File: config.mk
export PLATFORM = sky130hd
export DESIGN_NAME = utf8_stream_decoder_unit
export DESIGN_NICKNAME = d
export VERILOG_FILES = /design/src/usd_pkg.sv /design/src/usd_front.sv /design/src/usd_queue.sv /design/src/usd_back.sv /design/src/utf8_stream_decoder_unit.sv
export SDC_FILE = /design/constraint.sdc
export NUM_CORES = 1
export LEC_CHECK = 0
export ABC_AREA = 0
export BUFFER_PORTS_ARGS = -buffer_cell sky130_fd_sc_hd__buf_2
export CAP_MARGIN = 5
export CORE_MARGIN = 4
export CORE_UTILIZATION = 29
export CTS_BUF_LIST = sky130_fd_sc_hd__clkbuf_4 sky130_fd_sc_hd__clkbuf_8
export DETAILED_ROUTE_END_ITERATION = 8
export PLACE_DENSITY = 0.53
export SKIP_CTS_REPAIR_TIMING = 1
export SLEW_MARGIN = 0
export SYNTH_ARGS = -nofsm -noshare
export SYNTH_HDL_FRONTEND = slang
export SYNTH_SLANG_ARGS = --single-unit
File: constraint.sdc
create_clock -name clk -period 6.8 [get_ports clk]
set_input_delay 0.34 -clock clk [delete_from_list [all_inputs] [get_ports clk]]
set_output_delay 0.34 -clock clk [all_outputs]
set_load 0.05 [all_outputs]
File: src/usd_pkg.sv
// Shared types, constants and the lead byte classifier for the UTF-8 stream decoder.
// Used by every module of the decoder; depends on nothing else.

package usd_pkg;

  // default depth of the queue between front and back
  localparam int QueueDepthDefault = 4;

  // lead byte masks and patterns
  localparam logic [7:0] AsciiMask   = 8'h80;
  localparam logic [7:0] LeadTwoMask = 8'hE0;
  localparam logic [7:0] LeadTwoPat  = 8'hC0;
  localparam logic [7:0] LeadThrMask = 8'hF0;
  localparam logic [7:0] LeadThrPat  = 8'hE0;
  localparam logic [7:0] LeadFourMsk = 8'hF8;
  localparam logic [7:0] LeadFourPat = 8'hF0;

  typedef struct packed {
    logic [7:0] in_byte;
    logic       end_of_input;
  } octet_t;

  typedef struct packed {
    logic [20:0] code_point;
    logic        has_code_point;
    logic        string_error;
    logic        end_of_string;
  } result_t;

  typedef enum logic [2:0] {
    LEAD_ASCII,
    LEAD_ZERO,
    LEAD_TWO,
    LEAD_THREE,
    LEAD_FOUR,
    LEAD_BAD
  } lead_class_t;

  // one classified byte as it travels through the queue
  typedef struct packed {
    octet_t      octet;
    lead_class_t lead;
  } token_t;

  // class of a byte, were it to stand at a lead position
  function automatic lead_class_t classify(input logic [7:0] b);
    lead_class_t c;
    if (b == 8'h00)                             c = LEAD_ZERO;
    else if ((b & AsciiMask) == 8'h00)          c = LEAD_ASCII;
    else if ((b & LeadTwoMask) == LeadTwoPat)   c = LEAD_TWO;
    else if ((b & LeadThrMask) == LeadThrPat)   c = LEAD_THREE;
    else if ((b & LeadFourMsk) == LeadFourPat)  c = LEAD_FOUR;
    else                                        c = LEAD_BAD;
    return c;
  endfunction

endpackage

File: src/usd_front.sv
// Front end: accepts input bytes and classifies them for the back end.
// Depends on usd_pkg; feeds usd_queue.

module usd_front (
  input  logic            octet_valid,
  output logic            octet_stall,
  input  usd_pkg::octet_t octet,
  input  logic            queue_full,
  output logic            push,
  output usd_pkg::token_t push_token
);
  import usd_pkg::*;

  // hold the producer while the queue has no room
  assign octet_stall = queue_full;
  assign push        = octet_valid && !queue_full;

  // tag each byte with its lead class
  always_comb begin
    push_token.octet = octet;
    push_token.lead  = classify(octet.in_byte);
  end

endmodule

File: src/usd_queue.sv
// Short first-in first-out queue of classified bytes between front and back.
// Depends on usd_pkg.

module usd_queue #(
  parameter int Depth = usd_pkg::QueueDepthDefault
) (
  input  logic            clk,
  input  logic            rst,
  input  logic            push,
  input  usd_pkg::token_t push_token,
  output logic            full,
  input  logic            pop,
  output logic            head_valid,
  output usd_pkg::token_t head_token
);
  import usd_pkg::*;

  localparam int PtrW = (Depth > 1) ? $clog2(Depth) : 1;
  localparam int CntW = $clog2(Depth + 1);

  token_t            slots [Depth];
  logic [PtrW-1:0]   wr_ptr;
  logic [PtrW-1:0]   rd_ptr;
  logic [CntW-1:0]   count;
  logic [PtrW-1:0]   wr_ptr_next;
  logic [PtrW-1:0]   rd_ptr_next;

  assign full       = (count == CntW'(Depth));
  assign head_valid = (count != '0);
  assign head_token = slots[rd_ptr];

  // advance pointers with wrap at the queue depth
  always_comb begin
    wr_ptr_next = (wr_ptr == PtrW'(Depth - 1)) ? '0 : wr_ptr + PtrW'(1);
    rd_ptr_next = (rd_ptr == PtrW'(Depth - 1)) ? '0 : rd_ptr + PtrW'(1);
  end

  // store entries
  always_ff @(posedge clk) begin
    if (push) begin
      slots[wr_ptr] <= push_token;
    end
  end

  // track occupancy
  always_ff @(posedge clk) begin
    if (rst) begin
      wr_ptr <= '0;
      rd_ptr <= '0;
      count  <= '0;
    end else begin
      if (push) wr_ptr <= wr_ptr_next;
      if (pop)  rd_ptr <= rd_ptr_next;
      if (push && !pop)      count <= count + CntW'(1);
      else if (pop && !push) count <= count - CntW'(1);
    end
  end

  a_count_bound: assert property (@(posedge clk) disable iff (rst)
    count <= CntW'(Depth))
    else $error("queue occupancy beyond depth");

  a_no_overflow: assert property (@(posedge clk) disable iff (rst)
    !(push && full))
    else $error("push into a full queue");

  a_no_underflow: assert property (@(posedge clk) disable iff (rst)
    !(pop && !head_valid))
    else $error("pop from an empty queue");

endmodule

File: src/usd_back.sv
// Back end: sequence decoding state, error and end handling, result register.
// Depends on usd_pkg; takes classified bytes from usd_queue.

module usd_back (
  input  logic             clk,
  input  logic             rst,
  input  logic             head_valid,
  input  usd_pkg::token_t  head_token,
  output logic             pop,
  output logic             result_valid,
  input  logic             result_stall,
  output usd_pkg::result_t result
);
  import usd_pkg::*;

  logic [20:0] accumulator;
  logic [1:0]  bytes_remaining;
  logic        error_seen;
  logic        terminated;

  logic [20:0] accumulator_next;
  logic [1:0]  bytes_remaining_next;
  logic        error_seen_next;
  logic        terminated_next;
  logic        got;
  logic [20:0] cp;
  logic        emit;
  result_t     result_next;
  logic        result_valid_next;
  logic [7:0]  b;
  logic        last;

  assign b    = head_token.octet.in_byte;
  assign last = head_token.octet.end_of_input;

  // take a byte whenever the result register is free or being drained
  assign pop = head_valid && (!result_valid || !result_stall);

  // decode one byte against the current sequence state
  always_comb begin
    accumulator_next     = accumulator;
    bytes_remaining_next = bytes_remaining;
    error_seen_next      = error_seen;
    terminated_next      = terminated;
    got                  = 1'b0;
    cp                   = '0;
    if (!error_seen && !terminated) begin
      if (bytes_remaining != 2'd0) begin
        accumulator_next     = {accumulator[14:0], b[5:0]};
        bytes_remaining_next = bytes_remaining - 2'd1;
        if (bytes_remaining_next == 2'd0) begin
          got              = 1'b1;
          cp               = accumulator_next;
          accumulator_next = '0;
        end
      end else begin
        case (head_token.lead)
          LEAD_ZERO:  terminated_next = 1'b1;
          LEAD_ASCII: begin
            got = 1'b1;
            cp  = {14'd0, b[6:0]};
          end
          LEAD_TWO: begin
            accumulator_next     = {16'd0, b[4:0]};
            bytes_remaining_next = 2'd1;
          end
          LEAD_THREE: begin
            accumulator_next     = {17'd0, b[3:0]};
            bytes_remaining_next = 2'd2;
          end
          LEAD_FOUR: begin
            accumulator_next     = {18'd0, b[2:0]};
            bytes_remaining_next = 2'd3;
          end
          default: error_seen_next = 1'b1;
        endcase
      end
    end
  end

  // build the result, with the error and end flags at the end of a string
  always_comb begin
    emit                          = got || last;
    result_next.code_point        = got ? cp : '0;
    result_next.has_code_point    = got;
    result_next.string_error      = last && (error_seen_next || (bytes_remaining_next != 2'd0));
    result_next.end_of_string     = last;
    if (pop) result_valid_next = emit;
    else if (!result_stall) result_valid_next = 1'b0;
    else result_valid_next = result_valid;
  end

  // hold decoder state
  always_ff @(posedge clk) begin
    if (rst) begin
      accumulator     <= '0;
      bytes_remaining <= '0;
      error_seen      <= 1'b0;
      terminated      <= 1'b0;
    end else if (pop) begin
      if (last) begin
        accumulator     <= '0;
        bytes_remaining <= '0;
        error_seen      <= 1'b0;
        terminated      <= 1'b0;
      end else begin
        accumulator     <= accumulator_next;
        bytes_remaining <= bytes_remaining_next;
        error_seen      <= error_seen_next;
        terminated      <= terminated_next;
      end
    end
  end

  // result register
  always_ff @(posedge clk) begin
    if (rst) begin
      result_valid <= 1'b0;
    end else begin
      result_valid <= result_valid_next;
    end
  end

  always_ff @(posedge clk) begin
    if (pop && emit) begin
      result <= result_next;
    end
  end

  a_mid_has_cp: assert property (@(posedge clk) disable iff (rst)
    (result_valid && !result.end_of_string) |-> result.has_code_point)
    else $error("mid-string result without a code point");

  a_err_on_end: assert property (@(posedge clk) disable iff (rst)
    (result_valid && result.string_error) |-> result.end_of_string)
    else $error("error flag outside an end result");

  a_clear_after_end: assert property (@(posedge clk) disable iff (rst)
    (pop && last) |=> (bytes_remaining == 2'd0 && !error_seen && !terminated
                       && accumulator == '0))
    else $error("state not cleared after end of string");

  a_one_lead_state: assert property (@(posedge clk) disable iff (rst)
    terminated |-> (bytes_remaining == 2'd0 && !error_seen))
    else $error("terminated with a sequence or error pending");

endmodule

File: src/utf8_stream_decoder_unit.sv
// Top level of the UTF-8 stream decoder: front classifier, queue, back decoder.
// Depends on usd_pkg, usd_front, usd_queue and usd_back.
//
//   channel | signals                            | direction | payload
//   --------+------------------------------------+-----------+-------------------
//   octet   | octet_valid, octet_stall, octet    | in        | usd_pkg::octet_t
//   result  | result_valid, result_stall, result | out       | usd_pkg::result_t
//
// One byte per cycle sustained while the result side does not stall; each byte is
// written into the queue, then decoded into the back end's result register, from which
// its result is taken.
// Synchronous active-high reset empties the queue and clears the decoder state.
// The queue of QueueDepth entries lets bytes keep arriving while the result side stalls;
// octet_stall rises only when that queue is full.

module utf8_stream_decoder_unit #(
  parameter int QueueDepth = usd_pkg::QueueDepthDefault
) (
  input  logic             clk,
  input  logic             rst,
  input  logic             octet_valid,
  output logic             octet_stall,
  input  usd_pkg::octet_t  octet,
  output logic             result_valid,
  input  logic             result_stall,
  output usd_pkg::result_t result
);
  import usd_pkg::*;

  logic   queue_full;
  logic   push;
  token_t push_token;
  logic   pop;
  logic   head_valid;
  token_t head_token;

  // classify and enqueue
  usd_front u_front (
    .octet_valid (octet_valid),
    .octet_stall (octet_stall),
    .octet       (octet),
    .queue_full  (queue_full),
    .push        (push),
    .push_token  (push_token)
  );

  // decouple front from back
  usd_queue #(
    .Depth (QueueDepth)
  ) u_queue (
    .clk        (clk),
    .rst        (rst),
    .push       (push),
    .push_token (push_token),
    .full       (queue_full),
    .pop        (pop),
    .head_valid (head_valid),
    .head_token (head_token)
  );

  // decode and deliver
  usd_back u_back (
    .clk          (clk),
    .rst          (rst),
    .head_valid   (head_valid),
    .head_token   (head_token),
    .pop          (pop),
    .result_valid (result_valid),
    .result_stall (result_stall),
    .result       (result)
  );

endmodule

==> summary.md, run 1 <==
| Metric | Value |
|---|---|
| Final Hold Vio Count | `0` |
| Detail Route Antenna Nets | `0` |
| Cell taking the most area after synthesis | `edfxtp_1` |
| WL/cell | `14.5 um` |
| Flop2flop setup slack | `3690 ps` |
| Min cycle time layout | `3110 ps` |
| Synth top area share | `50.2%` |
| Core Area | `13800 um2` |
| Initial antenna violation count | `0` |
| Largest net degree at the start of global routing | `31` |
| Synth Warn # | `0` |
| Synthesized Nets | `305` |
| Max Cap Viol | `0` |
| Clk buf depth | `2` |
| Worst-path clk slew | `90 ps` |
| Vias in the first global route | `2341` |
| Tightest Pin Transition | `929 ps` |
| Status | `complete, no violations` |
| Root Buffer | `clkbuf_8` |
| FF+latch count, synth | `97` |
| Initial Utilization | `29.4%` |
| Avg Cell Area, Syn | `14.3 um2` |
| Count leader, synth | `edfxtp_1` |
| Post-synth EDFFs | `68` |
| Synth Cell Area | `4070 um2` |
| DP HPWL | `4.92 mm` |
| # setup viols final | `0` |
| Fraction of layout cells with a size suffix above 1 | `18.4%` |
| GR Overflow Total | `0` |
| Synth cell count leaders | `68 x edfxtp_1, 29 x dfxtp_1, 20 x nand2_1` |
| H-tree Lvls | `3` |
| WP data required | `6790 ps` |
| Global-route wire length before repair | `12.0 mm` |
| Unrepaired setup endpoints after global routing | `false` |
| Hold endpoint | `u_queue.slots[2][3]` |
| CTS tree | `yes` |
| Period utilization | `45.7%` |
| Row cnt | `43` |
| Power per Cell Area | `468 nW/um2` |
| Layout Nets | `341` |
| CP Capture Type | `register` |
| Growth of design area from synthesis to finish | `13.1%` |
| Max Clock Skew | `5.81 ps` |
| TritonRoute pass-1 iters | `4` |
| GRT Util Overall | `9.53%` |
| Leak pwr | `1.74 nW` |
| Seq/Total Area, Yosys | `64.5%` |
| Crit Path Category | `reg2reg` |
| Min-Delay Path Depth | `1` |
| Residual DRC | `0` |
| DIE WIDTH | `126 um` |
| Yosys cell types | `43` |
| Post-Place Cells | `490` |
| Asr flop ratio synth | `0%` |
| Slew Limit Headroom | `38.0%` |
| Crit path DAT | `3100 ps` |
| Design Area, Final | `4600 um2` |
| Drt via density | `4.53` |
| CTS Buf Count | `9` |
| Non-Filler Instances | `506` |
| Power Total | `0.00216 W` |
| Max Slew Vio Count | `0` |
| Worst VDD drop | `0.000107 V` |
| Number of antenna diodes | `0` |
| Reg2reg end | `u_back.result[14]` |
| Critical path launch point type | `register` |
| HP Class | `in2reg` |
| Cells after Synth | `285` |
| # port buffers | `38` |
| Placed cell area | `4410 um2` |
| Ports | `39` |
| Top post-synthesis cells by area | `edfxtp_1 50%, dfxtp_1 14%, mux4_1 5.8%` |
| Ys flop type | `edfxtp_1` |
| Drt total wl | `7.32 mm` |
| Largest fanout on the critical path | `24` |
| Final GP Congestion | `0.761` |
| Detailed-route via count | `2290` |
| CTS sink cnt | `97` |
| Min-delay src | `octet[0]` |
| Post-Route Utilization | `33.3%` |
| Clock Latency Late Sink | `360 ps` |
| Area of the die | `16000 um2` |
| Die H | `126 um` |
| TNS Setup | `0 ps` |
| Fmax | `0.322 GHz` |
| Initial drt markers | `113` |
| Worst Reg-to-Reg Cells | `4` |
-- metrics by stage --
| stage | hold slack (ps) | setup WS, ps |
|---|---|---|
| after floorplan | 439 | 3940 |
| after global placement | 459 | 3730 |
| after detailed placement | 463 | 3650 |
| after CTS | 174 | 3640 |
| after global routing | 190 | 3420 |
| final | 193 | 3690 |
-- worst max-delay path by stage --
stage                             end  slack (ps)             start
floorplan            u_queue.count[2]        3940  u_queue.count[1]
global placement    u_back.result[14]        3730          register
detailed placement  u_back.result[14]        3650          register
CTS                 u_back.result[19]        3640          register
global route        u_back.result[12]        3420          register
finish              u_back.result[14]        3690          register
-- cell usage in the layout, fill, tap and decap left out, types with 2 or more instances in the layout --
| master | count |
|---|---|
| ha_1 | 6 |
| buf_2 | 38 |
| o211a_1 | 2 |
| o21ai_0 | 5 |
| and2_1 | 5 |
| a21boi_0 | 2 |
| and3_1 | 15 |
| mux2i_1 | 18 |
| or3_1 | 4 |
| inv_4 | 2 |
| edfxtp_1 | 68 |
| mux4_2 | 2 |
| xor2_1 | 3 |
| a21oi_1 | 7 |
| inv_1 | 9 |
| clkbuf_8 | 9 |
| mux4_1 | 9 |
| nor2_1 | 8 |
| a211oi_1 | 2 |
| dfxtp_1 | 29 |
| nand2b_1 | 18 |
| nand3b_1 | 3 |
| nor4_1 | 2 |
| nand2_1 | 20 |
| nor2b_1 | 11 |
| nor3_1 | 7 |
-- sequential cells by signal, indices dropped and copies added (netlist names), named ones only --
register	cells
u_back.accumulator	15
u_back.bytes_remaining	2
u_back.error_seen	1
u_back.result	24
u_back.result_valid	1
u_back.terminated	1
u_queue.count	3
u_queue.rd_ptr	2
u_queue.slots	44
u_queue.wr_ptr	2
-- metal layers --
layer	track usage, %	vias to the layer above	wire, um
li1	-	1129	-
met1	12.1	1112	3480
met2	15.3	37	3460
met3	2.15	12	237
met4	4.73	0	145
met5	0	-	0
-- critical path, stage by stage, from the launching register on --
cell     delay [ps]
dfxtp_1         730
mux4_1          790
nor3_1          360
o31ai_1         140
inv_1           720
-- kinds of logic (layout without fill, tap and decap cells) --
kind of cell | after synthesis | in the layout | share of synthesized area, %
AO/OA/AOI/OAI | 25 | 25 | 4.15
adder cells (fa/ha/maj) | 7 | 7 | 2.34
buffers and inverters | 23 | 64 | 2.92
AND/OR/NAND/NOR | 101 | 101 | 14.1
XOR/XNOR | 3 | 3 | 0.646
multiplexers | 29 | 29 | 11.3
flip-flops | 97 | 97 | 64.5
-- report_power, final --
part	internal, W	leakage [nW]	switching [W]
Clock	0.000175	0.101	0.000197
Combinational	0.000272	0.768	0.000613
Sequential	0.000811	0.874	0.0000880
Total	0.00126	1.74	0.000898
-- layout make-up --
class	instances	area [um2]
Clock inverter	6	63.8
Sequential cell	97	2620
Timing Repair Buffer	39	198
Multi-Input combinational cell	165	1330
Clock buffer	10	131
Inverter	9	33.8
Tap cell	180	225
Fill cell	1346	9230
No activity file was read; power rests on OpenSTA's default activity.
==> run 2: changes to the inputs <==
--- a/config.mk
+++ b/config.mk
@@ -5,14 +5,14 @@
 export SDC_FILE = /design/constraint.sdc
 export NUM_CORES = 1
 export LEC_CHECK = 0
-export ABC_AREA = 0
+export ABC_AREA = 1
 export BUFFER_PORTS_ARGS = -buffer_cell sky130_fd_sc_hd__buf_2
 export CAP_MARGIN = 5
 export CORE_MARGIN = 4
 export CORE_UTILIZATION = 29
 export CTS_BUF_LIST = sky130_fd_sc_hd__clkbuf_4 sky130_fd_sc_hd__clkbuf_8
 export DETAILED_ROUTE_END_ITERATION = 8
-export PLACE_DENSITY = 0.53
+export PLACE_DENSITY = 0.54
 export SKIP_CTS_REPAIR_TIMING = 1
 export SLEW_MARGIN = 0
 export SYNTH_ARGS = -nofsm -noshare
==> constraint.sdc (replaced) <==
create_clock -name clk -period 2.6 [get_ports clk]
set_input_delay 0.13 -clock clk [delete_from_list [all_inputs] [get_ports clk]]
set_output_delay 0.13 -clock clk [all_outputs]
set_load 0.05 [all_outputs]
==> summary.md, run 2 <==
| Metric | Value |
|---|---|
| Vias in the first global route | `2814 (+20%)` |
| Synth Area in XOR/XNOR | `0.202% (-0.44 points)` |
| Largest register FFs | `44 (unchanged)` |
| Clock Latency Late Sink | `370 ps (about the same)` |
| Cell taking the most area after synthesis | `edfxtp_1` |
| Synth Warn # | `0 (unchanged)` |
| TNS Setup | `0 ps (unchanged)` |
| Hold endpoint | `u_queue.slots[3][9]` |
| Compound-Gate Fraction of Synth Area | `7.46% (+3.3 points)` |
| Number of antenna diodes | `0 (unchanged)` |
| FF+latch area | `2620 um2 (unchanged)` |
| CTS Buf Count | `9 (unchanged)` |
| CP Cell Sequence | `inv_2 > nand3_1 > nand2_1 > nand3_1 > nand2_1 > nand2_1 > inv_1 > nand2_1 > nand2_1 > buf_4` |
| CTS sink cnt | `97 (unchanged)` |
| Synth Area in Adders | `2.20% (-0.14 points)` |
| Post-synth EDFFs | `68 (unchanged)` |
| CP Capture Type | `register` |
| Initial Utilization | `29.7% (+0.24 points)` |
| TritonRoute pass-1 iters | `4 (unchanged)` |
| Global-route wire length before repair | `13.6 mm (+13%)` |
| Fmax | `0.477 GHz (+48%)` |
| Fraction of layout cells with a size suffix above 1 | `19.9% (+1.5 points)` |
| Ports | `39 (unchanged)` |
| Period utilization | `80.6% (+35 points)` |
| Min-delay src | `octet[6]` |
| Min-Delay Path Depth | `1 (unchanged)` |
| Most common cell after layout, fill and taps aside | `nand2_1` |
| FF+latch count, synth | `97 (unchanged)` |
| Max Clock Skew | `9.96 ps (+4.14 ps)` |
| Area of the die | `16900 um2 (+6.0%)` |
| Die H | `130 um (+2.9%)` |
| Initial drt markers | `182 (+61%)` |
| WL/cell | `12.2 um (-16%)` |
| Largest net degree at the start of global routing | `32 (+3.2%)` |
| Main combinational cell family by area after synthesis | `simple AND/OR/NAND/NOR gates` |
| Crit path DAT | `2140 ps (-960 ps)` |
| Simple-gate share of the synthesized area | `22.2% (+8.1 points)` |
| Post-Route Utilization | `34.0% (+0.67 points)` |
| Row cnt | `44 (+2.3%)` |
| Asr flop ratio synth | `0% (unchanged)` |
| Core Area | `14600 um2 (+5.5%)` |
| Drt total wl | `8.25 mm (+13%)` |
| DP HPWL | `5.86 mm (+19%)` |
| Post-place setup slack | `504 ps (-3150 ps)` |
| # setup viols final | `0 (unchanged)` |
| Yosys cell types | `31 (-28%)` |
| Status | `complete, no violations` |
| Unrepaired setup endpoints after global routing | `false` |
| Worst-path clk slew | `90 ps (about the same)` |
| GR Overflow Total | `0 (unchanged)` |
| Synth cell count leaders | `92 x nand2_1, 68 x edfxtp_1, 62 x nor2_1` |
| Top Registers | `u_queue.slots (44), u_back.result (24), u_back.accumulator (15)` |
| Drt via density | `4.40 (-2.7%)` |
| Cell mode on critical path | `nand2_1` |
| Final GP Congestion | `0.800 (+5.2%)` |
| Worst Setup Slack, final | `504 ps (-3190 ps)` |
| Crit Path Category | `reg2reg` |
| Synthesized Nets | `458 (+50%)` |
| Slew Limit Headroom | `54.4% (+16 points)` |
| Layout Nets | `508 (+49%)` |
| CTS tree | `yes` |
| Ys flop type | `edfxtp_1` |
| Min cycle time layout | `2100 ps (-1010 ps)` |
| Avg Cell Area, Syn | `9.88 um2 (-31%)` |
| Tightest Pin Transition | `683 ps (-247 ps)` |
| Seq/Total Area, Yosys | `60.6% (-3.9 points)` |
| Synth Cell Area | `4330 um2 (+6.4%)` |
| Top post-synthesis cells by area | `edfxtp_1 47%, dfxtp_1 13%, nand2_1 8.0%` |
| Multi-input gate area | `1390 um2 (+4.9%)` |
| Detail Route Antenna Nets | `0 (unchanged)` |
| Cells after Synth | `438 (+54%)` |
| Initial antenna violation count | `0 (unchanged)` |
| Critical path launch point type | `register` |
| Largest fanout on the critical path | `24 (unchanged)` |
| Final hold slack | `26.1 ps (-167 ps)` |
| Max incr delay on CP | `410 ps (-380 ps)` |
| Mux share of post-synthesis cell area | `0% (-11 points)` |
| WP data required | `2650 ps (-4140 ps)` |
| Root Buffer | `clkbuf_8` |
| Growth of design area from synthesis to finish | `14.5%` |
| Detailed-route via count | `2981 (+30%)` |
| HP Class | `in2reg` |
| Synth top area share | `47.2% (-3.0 points)` |
| Fill count | `1489 (+11%)` |
| Most frequent cells in the layout | `92 x nand2_1, 68 x edfxtp_1, 62 x nor2_1` |
| Clk buf depth | `2 (unchanged)` |
| DIE WIDTH | `130 um (+2.9%)` |
| Worst Reg-to-Reg Cells | `10 (+6)` |
| Final Hold Vio Count | `0 (unchanged)` |
| Count leader, synth | `nand2_1` |
| Largest Register | `u_queue.slots` |
| Reg2reg end | `u_back.result[3]` |
| # port buffers | `38 (unchanged)` |
| Max Cap Viol | `0 (unchanged)` |
| Slowest cell on crit path | `dfxtp_1` |
| H-tree Lvls | `3 (unchanged)` |
| Residual DRC | `0 (unchanged)` |
| Max Slew Vio Count | `0 (unchanged)` |
| Flop2flop setup slack | `500 ps (-3190 ps)` |
| GRT Util Overall | `10.2% (+0.70 points)` |
==> run 2: worst max-delay path by stage <==
stage                     start                to  slack (ps)  depth (start not counted)
3_5_place_dp           register  u_back.result[5]         500                         10
2_1_floorplan  u_queue.count[1]  u_queue.count[1]         400                          7
3_3_place_gp           register  u_back.result[5]         550                         10
4_1_cts                register  u_back.result[3]         490                         10
5_1_grt                register  u_back.result[4]         220                         10
6_report               register  u_back.result[3]         500                         10
==> run 2: layout make-up <==
| cell class | count | area share (%) |
|---|---|---|
| sequential | 97 | 52.9 |
| multi-input combinational | 274 | 28.1 |
| timing repair buffer | 55 | 6.77 |
| tap | 184 | 4.65 |
| inverter | 51 | 3.97 |
| clock buffer | 10 | 2.65 |
| clock inverter | 6 | 0.909 |
==> run 2: critical path: cells and delay by family (launching register included) <==
kind	cells	cell delay, ps
flip-flops	1	410
buffers and inverters	3	640
AND/OR/NAND/NOR	7	720
==> run 2: kinds of logic after synthesis <==
logic type                 Yosys count
adders and majority gates            7
xor gates and xnor gates             1
and+or+nand+nor                    209
DFF                                 97
buffers and inverters               67
AOI/OAI and AO/OA                   57
==> run 2: layer usage <==
metal  track usage (%)  up-vias  part of all wire, %
li1                  -     1543                    -
met1              12.9     1375                   47
met2              16.8       56                   46
met3              3.64        7                  5.8
met4              2.38        0                 0.87
met5                 0        -                    0
==> run 2: metrics by stage <==
| step | instance area (um2) | std cells |
|---|---|---|
| floorplan | 4330 | 438 |
| global placement | 4710 | 654 |
| detailed placement | 4710 | 654 |
| CTS | 4880 | 670 |
| global route | 4950 | 677 |
| finish | 4950 | 677 |
Power of run 2 is left out: the tool's default activity adds up to more than one toggle a clock period on the data nets, which glitch-free logic cannot reach.
